`src/att_pkg.sv`:
```
// att_pkg: shared constants for the assembly token coder
// character codes, error codes and the mnemonic table; no dependencies
package att_pkg;

  localparam logic [7:0] CHAR_SPACE = 8'h20;
  localparam logic [7:0] CHAR_LF    = 8'h0A;
  localparam logic [7:0] CHAR_TAB   = 8'h09;
  localparam logic [7:0] CHAR_CR    = 8'h0D;
  localparam logic [7:0] CHAR_MINUS = 8'h2D;
  localparam logic [7:0] CHAR_PLUS  = 8'h2B;
  localparam logic [7:0] CHAR_ZERO  = 8'h30;
  localparam logic [7:0] CHAR_NINE  = 8'h39;

  localparam logic [1:0] ERR_OK      = 2'd0;
  localparam logic [1:0] ERR_UNKNOWN = 2'd1;
  localparam logic [1:0] ERR_RANGE   = 2'd2;

  localparam int OP_COUNT = 18;
  localparam int CODE_W   = 5;

  // names right aligned: last character in the low byte, zero above the first
  localparam logic [63:0] OP_NAMES [OP_COUNT] = '{
    64'("PUSH"), 64'("POP"),  64'("ADD"),   64'("SUB"),  64'("MUL"),
    64'("AND"),  64'("OR"),   64'("NOT"),   64'("LT"),   64'("EQ"),
    64'("JMP"),  64'("JZ"),   64'("LOAD"),  64'("STORE"), 64'("CALL"),
    64'("RET"),  64'("PRINT"), 64'("HALT")
  };

  localparam logic [3:0] OP_LENS [OP_COUNT] = '{
    4'd4, 4'd3, 4'd3, 4'd3, 4'd3, 4'd3, 4'd2, 4'd3, 4'd2,
    4'd2, 4'd3, 4'd2, 4'd4, 4'd5, 4'd4, 4'd3, 4'd5, 4'd4
  };

endpackage

```
`src/att_in_if.sv`:
```
// att_in_if: character channel into the assembly token coder
// valid/ready handshake with one text byte and an end-of-text mark
interface att_in_if;
  logic       valid;
  logic       ready;
  logic [7:0] text_char;
  logic       end_of_text;

  modport source (output valid, output text_char, output end_of_text, input ready);
  modport sink   (input valid, input text_char, input end_of_text, output ready);
endinterface

```
`src/att_out_if.sv`:
```
// att_out_if: result channel out of the assembly token coder
// valid/ready handshake with value, literal flag and error code
interface att_out_if;
  logic               valid;
  logic               ready;
  logic signed [31:0] token_value;
  logic               is_literal;
  logic [1:0]         error_code;

  modport source (output valid, output token_value, output is_literal, output error_code,
                  input ready);
  modport sink   (input valid, input token_value, input is_literal, input error_code,
                  output ready);
endinterface

```
`src/assembly_token_to_code_core.sv`:
```
// Assembly token coder: takes one text byte per cycle and gives one result per finished
// token (a separator after a token, or the byte marked end of text). The transfer that
// finishes a token loads it into the snapshot, whose decode is registered into the output
// register when free, and input is held off only while a finished token waits in the
// snapshot behind a stalled result. The character accumulator feeds a one-entry token
// snapshot, which is decoded (range check, negate, parallel compare against the 18
// mnemonics) into the output register. Tokens longer than MNEMONIC_CHARS bytes that are
// not literals come out as unknown. Depends on att_pkg, att_in_if and att_out_if.
module assembly_token_to_code_core #(
  parameter int MNEMONIC_CHARS = 5
) (
  input  logic      clk,
  input  logic      rst,
  att_in_if.sink    text_in,
  att_out_if.source code_out
);

  localparam int LenW  = $clog2(MNEMONIC_CHARS + 1);
  localparam int CharW = 8 * MNEMONIC_CHARS;

  typedef struct packed {
    logic [LenW-1:0]  len;
    logic [CharW-1:0] chars;
    logic             too_long;
    logic [31:0]      mag;
    logic             mag_ovf;
    logic             neg;
    logic             sign_first;
    logic             digits_only;
  } tok_t;

  tok_t tok, tok_next, tok_upd, tok_clear, snap_data;
  tok_t snap;
  logic snap_valid;

  logic               out_valid;
  logic signed [31:0] token_value;
  logic               is_literal;
  logic [1:0]         error_code;

  logic [7:0]  c;
  logic        is_sep, is_digit, is_sign, first, pending;
  logic        accept, finish, out_free, snap_free;
  logic [35:0] mag_x10;

  // decode of the snapshot
  logic                    lit, over, hit;
  logic [att_pkg::CODE_W-1:0] code;
  logic [31:0]             lit_value;
  logic signed [31:0]      dec_value;
  logic [1:0]              dec_err;

  assign c        = text_in.text_char;
  assign is_sep   = (c == att_pkg::CHAR_SPACE) || (c == att_pkg::CHAR_LF) ||
                    (c == att_pkg::CHAR_TAB) || (c == att_pkg::CHAR_CR);
  assign is_digit = (c >= att_pkg::CHAR_ZERO) && (c <= att_pkg::CHAR_NINE);
  assign is_sign  = (c == att_pkg::CHAR_PLUS) || (c == att_pkg::CHAR_MINUS);
  assign first    = (tok.len == '0) && !tok.too_long;
  assign pending  = (tok.len != '0) || tok.too_long;

  assign out_free      = !out_valid || code_out.ready;
  assign snap_free     = !snap_valid || out_free;
  assign text_in.ready = snap_free;
  assign accept        = text_in.valid && snap_free;
  assign finish        = accept && (is_sep ? pending : text_in.end_of_text);

  // magnitude * 10 + digit as two shifts and two adds
  assign mag_x10 = ({4'b0, tok.mag} << 3) + ({4'b0, tok.mag} << 1) + {32'b0, c[3:0]};

  always_comb begin
    tok_clear             = '0;
    tok_clear.digits_only = 1'b1;

    tok_upd = tok;
    if (first && is_sign) begin
      tok_upd.sign_first = 1'b1;
      tok_upd.neg        = (c == att_pkg::CHAR_MINUS);
    end else if (is_digit) begin
      if (mag_x10[35:32] != 4'b0) begin
        tok_upd.mag_ovf = 1'b1;
        tok_upd.mag     = '1;
      end else begin
        tok_upd.mag = mag_x10[31:0];
      end
    end else begin
      tok_upd.digits_only = 1'b0;
    end

    // characters shift in at the low end so names compare right aligned
    if (tok.len < LenW'(MNEMONIC_CHARS)) begin
      tok_upd.chars = {tok.chars[CharW-9:0], c};
      tok_upd.len   = tok.len + LenW'(1);
    end else begin
      tok_upd.too_long = 1'b1;
    end

    snap_data = is_sep ? tok : tok_upd;

    tok_next = tok;
    if (finish) begin
      tok_next = tok_clear;
    end else if (accept && !is_sep) begin
      tok_next = tok_upd;
    end
  end

  always_comb begin
    lit  = snap.digits_only && (!snap.sign_first || (snap.len >= LenW'(2)) || snap.too_long);
    over = snap.mag_ovf || (snap.neg ? (snap.mag > 32'h8000_0000) : (snap.mag > 32'h7FFF_FFFF));
    lit_value = snap.neg ? (32'd0 - snap.mag) : snap.mag;

    hit  = 1'b0;
    code = '0;
    for (int k = 0; k < att_pkg::OP_COUNT; k++) begin
      if (!hit && (4'(snap.len) == att_pkg::OP_LENS[k]) &&
          (snap.chars == att_pkg::OP_NAMES[k][CharW-1:0])) begin
        hit  = 1'b1;
        code = att_pkg::CODE_W'(k);
      end
    end

    if (lit) begin
      dec_err   = over ? att_pkg::ERR_RANGE : att_pkg::ERR_OK;
      dec_value = over ? 32'sd0 : $signed(lit_value);
    end else if (hit && !snap.too_long) begin
      dec_err   = att_pkg::ERR_OK;
      dec_value = $signed({{(32 - att_pkg::CODE_W){1'b0}}, code});
    end else begin
      dec_err   = att_pkg::ERR_UNKNOWN;
      dec_value = 32'sd0;
    end
  end

  always_ff @(posedge clk) begin
    if (rst) begin
      tok        <= tok_clear;
      snap_valid <= 1'b0;
      out_valid  <= 1'b0;
    end else begin
      tok <= tok_next;
      if (finish) begin
        snap_valid <= 1'b1;
      end else if (out_free) begin
        snap_valid <= 1'b0;
      end
      if (out_free) begin
        out_valid <= snap_valid;
      end
    end
  end

  always_ff @(posedge clk) begin
    if (finish) begin
      snap <= snap_data;
    end
    if (out_free && snap_valid) begin
      token_value <= dec_value;
      is_literal  <= lit;
      error_code  <= dec_err;
    end
  end

  assign code_out.valid       = out_valid;
  assign code_out.token_value = token_value;
  assign code_out.is_literal  = is_literal;
  assign code_out.error_code  = error_code;

endmodule

```
`src/flat_wrapper.sv`:
```
// flat-port wrapper written by rule: the top's interface ports become plain ports
module assembly_token_to_code_core_flat 
#(
  parameter int MNEMONIC_CHARS = 5
)
  (clk, rst, text_in_valid, text_in_text_char, text_in_end_of_text, text_in_ready, code_out_valid, code_out_token_value, code_out_is_literal, code_out_error_code, code_out_ready);
  att_in_if text_in_i ();
  att_out_if code_out_i ();
  input  logic clk;
  input  logic rst;
  input wire logic [$bits(text_in_i.valid)-1:0] text_in_valid;
  input wire logic [$bits(text_in_i.text_char)-1:0] text_in_text_char;
  input wire logic [$bits(text_in_i.end_of_text)-1:0] text_in_end_of_text;
  output wire logic [$bits(text_in_i.ready)-1:0] text_in_ready;
  output wire logic [$bits(code_out_i.valid)-1:0] code_out_valid;
  output wire logic [$bits(code_out_i.token_value)-1:0] code_out_token_value;
  output wire logic [$bits(code_out_i.is_literal)-1:0] code_out_is_literal;
  output wire logic [$bits(code_out_i.error_code)-1:0] code_out_error_code;
  input wire logic [$bits(code_out_i.ready)-1:0] code_out_ready;
  assign text_in_i.valid = text_in_valid;
  assign text_in_i.text_char = text_in_text_char;
  assign text_in_i.end_of_text = text_in_end_of_text;
  assign text_in_ready = text_in_i.ready;
  assign code_out_valid = code_out_i.valid;
  assign code_out_token_value = code_out_i.token_value;
  assign code_out_is_literal = code_out_i.is_literal;
  assign code_out_error_code = code_out_i.error_code;
  assign code_out_i.ready = code_out_ready;
  assembly_token_to_code_core #(.MNEMONIC_CHARS(MNEMONIC_CHARS)) u_core (.clk(clk), .rst(rst), .text_in(text_in_i), .code_out(code_out_i));
endmodule
```
`config.mk`:
```
export PLATFORM = sky130hd
export DESIGN_NAME = assembly_token_to_code_core_flat
export DESIGN_NICKNAME = d
export VERILOG_FILES = /design/src/att_pkg.sv /design/src/att_in_if.sv /design/src/att_out_if.sv /design/src/assembly_token_to_code_core.sv /design/src/flat_wrapper.sv
export SDC_FILE = /design/constraint.sdc
export NUM_CORES = 1
export LEC_CHECK = 0
export BUFFER_PORTS_ARGS = -buffer_cell sky130_fd_sc_hd__buf_2
export CORE_MARGIN = 5
export CORE_UTILIZATION = 35
export CTS_CLUSTER_DIAMETER = 30
export CTS_CLUSTER_SIZE = 28
export DETAILED_ROUTE_END_ITERATION = 8
export PLACE_DENSITY = 0.5
export SKIP_CTS_REPAIR_TIMING = 1
export SLEW_MARGIN = 25
export SYNTH_ARGS = -nofsm -noshare
export SYNTH_HDL_FRONTEND = slang
export SYNTH_SLANG_ARGS = --single-unit
```
`constraint.sdc`:
```
create_clock -name clk -period 8.7 [get_ports clk]
set_input_delay 1.305 -clock clk [delete_from_list [all_inputs] [get_ports clk]]
set_output_delay 1.305 -clock clk [all_outputs]
set_load 0.03 [all_outputs]
```
==> impl_metrics.toml <==
[run_status]
status = "finished clean"

[yosys]
synthCells = 1180
yosysTopAreaCell = "edfxtp_1"
synthDistinctLibCells = 72
ys_top_cells_by_area = "edfxtp_1 31%, dfxtp_1 15%, ha_1 7.3%"
synth-edff-count = 115
synth_top_flop_cell = "edfxtp_1"
synth_top_area_share = 0.3073
synth_area_per_cell_sq_um = 9.523
ys_ff_latch = 197
yosysSeqAreaShare = 0.4534
synthArstFlopShare = 0
syn-cell-area_sq_um = 11240
yosysWarnings = 0
syn-num-nets = 1261

[run]
max_cap_viol_count = 0

[finish]
stdcell_area_sq_um = 12490
final_cell_mix = "139 x nand2_1, 115 x edfxtp_1, 106 x nor2_1, 96 x a21oi_1, 82 x dfxtp_1"
final_common_cell = "nand2_1"
drive_above_1_share = 0.1316
antennaDiodeCount = 0
areaGrowthSynthToFinish_pct = 11.16
final_nets = 1276

[route]
drcViolationCount = 0
dr.pass1.iters = 5
drt-initial-drc-count = 602
final_antenna_net_count = 0
vias = 8936
wire_per_inst_um = 18.04
wirelength_mm = 29.05
via_per_inst = 5.550

[setup_path]
slowest_delay_ns = 0.77
worstSetupEndpointType = "register"
rr_worst_depth = 11
crit_path_cell_trace = "buf_2 -> fa_1 -> fa_1 -> a211oi_1 -> o21ai_0 -> a31oi_1 -> a2111oi_1 -> nor4_1 -> o21ai_1 -> a31oi_4 -> buf_4 -> a31oi_1"
crit_fanout = 34
critPathKind = "input port to register"
crit_arrival_ns = 5.44
required_ns = 8.85
r2r_slack_ns = 4.02
rr_endpoint = "u_core.snap[34]"
slowest_stage = "a31oi_4"
critPathLaunchType = "input port"
r2r_start = "u_core.tok[4]"

[pwr]
power.total_mw = 1.980
seqPwrFrac = 0.527
p_int_mw = 1.447
powerDensity_nw_per_um2 = 158.5
clkPwrFrac = 0.407
p_leak_nw = 4.561
switchingPower_mw = 0.5328
p_sw_frac = 0.2691
vdd_ir_drop_max_uv = 124.6
p_comb_frac = 0.067

[clock_network]
cts.clk_slew.worst_paths_ns = 0.08
clkSinkCount = 197
insertion_delay_ns = 0.45
cts_tree = "built"
cts_max_level = 4
root_buffer = "clkbuf_16"
clk_path_buf_depth = 2
cts_buffers = 17

[min_path]
whs_endpoint = "u_core.tok[3]"
hold_path_depth = 2
hold_start = "u_core.tok[3]"
hold_path_class = "register to register"

[grt]
antenna_found_initial = 2
grt_pass1_vias = 8436
grt_start_max_net_pins = 82
grt_overflow = 0
grt_pass1_wl_mm = 46.75
track_usage = 0.1615

[placement]
place_congestion = 0.8325
dp_hpwl_mm = 20.77
io_buffers = 49
post-place-ws_ns = 2.961
dpl_cell_area_sq_um = 11890

[timing]
hold_viol = 0
rsz0062_at_grt = "no"
tightest_slew_ns = 1.112
fmaxAchievable_mhz = 189.1
maxSlewViolCount = 0
layout_setup_ws_ns = 3.413
fin_crit_ns = 5.287
fin_tns_setup_ns = 0
relSlewSlack = 0.2488
clock_skew_ns = 0.01614
setup_viol = 0
finalCritPeriodShare = 0.6078

[floorplanning]
dieHeight_um = 189.2
dieArea_sq_um = 35790
top_level_ports = 50
core_sq_um = 31640
start_util = 0.3552
placementRows = 65
die_w_um = 189.2
metrics by stage:
stage                       util  std cells  hold WS, ns
after detailed placement  0.3757       1578       0.4348
after floorplan                -       1180       0.4192
after global placement    0.3745       1577       0.4299
after CTS                 0.3947       1610       0.4542
after global routing      0.3948       1610       0.4760
final                     0.3948       1610       0.4503
power groups by stage:
stage                     Combinational [mW]  Clock, mW  Sequential [mW]
after global routing                   0.147      0.866             1.05
after detailed placement               0.133          0             1.06
after global placement                 0.132          0             1.06
after CTS                              0.133      0.830             1.04
after floorplan                       0.0845          0             1.06
final                                  0.132      0.805             1.04
kinds of logic after synthesis:
group | share of synthesized area
compound gates | 0.1730
xor+xnor | 0.04521
fa+ha+maj | 0.07705
buf+inv | 0.02850
flops | 0.4534
mux | 0.04187
simple gates | 0.1809
final cells by class:
type / count / area (sq um)
Fill cell: 3152 / 19150
Multi-Input combinational cell: 902 / 5879
Sequential cell: 197 / 5095
Tap cell: 402 / 503.0
Clock buffer: 17 / 425.4
Timing Repair Buffer: 59 / 344.1
Clock inverter: 15 / 176.4
Inverter: 18 / 67.56
synth_stat cells (all sizes together), types with 4 or more instances:
master	number
nor2	108
xnor2	21
nor2b	11
buf	10
edfxtp	115
nand3b	4
nand3	22
o21bai	9
o31a	4
nand2	141
nand2b	7
inv	18
nand4	20
and3	5
xor2	37
or4	7
a21oi	97
or3	6
o211ai	10
and2	7
nor4b	6
nor3b	8
o22ai	6
dfxtp	82
or2	10
a31oi	63
o41ai	6
nor3	19
nor4	20
a211oi	7
clkbuf	53
a21o	11
mux2	40
o31ai	12
o21ai	75
ha	66
metal layers:
metal | share of wire | GRT usage
met5 | 0.00038 | 0
met4 | 0.0073 | 0.03615
met3 | 0.036 | 0.02415
met2 | 0.42 | 0.2307
met1 | 0.54 | 0.2551
sequential cells by signal (all words and copies together), names as in the netlist:
name,flops
u_core.code_out.error_code,2
u_core.code_out.is_literal,1
u_core.code_out.token_value,32
u_core.code_out.valid,1
u_core.snap,80
u_core.snap_valid,1
u_core.tok,80
critical path: cells and delay by family:
| family | cells | cell delay (ns) |
|---|---|---|
| AND/OR/NAND/NOR | 1 | 0.22 |
| buffers and inverters | 2 | 0.63 |
| adder cells (fa/ha/maj) | 2 | 1.03 |
| AO/OA/AOI/OAI | 7 | 2.21 |
worst max path at each step:
stage / start / end / slack [ns] / cells past startpoint
finish: text_in_text_char[3] / u_core.snap[34] / 3.41 / 12
detailed placement: text_in_text_char[3] / u_core.snap[34] / 2.96 / 12
global route: text_in_text_char[3] / u_core.snap[31] / 3.15 / 12
CTS: text_in_text_char[3] / u_core.snap[34] / 3.42 / 12
global placement: text_in_text_char[3] / u_core.snap[32] / 3.01 / 12
floorplan: text_in_text_char[4] / u_core.tok[49] / 1.83 / 10
No activity file was read; power rests on OpenSTA's default activity.
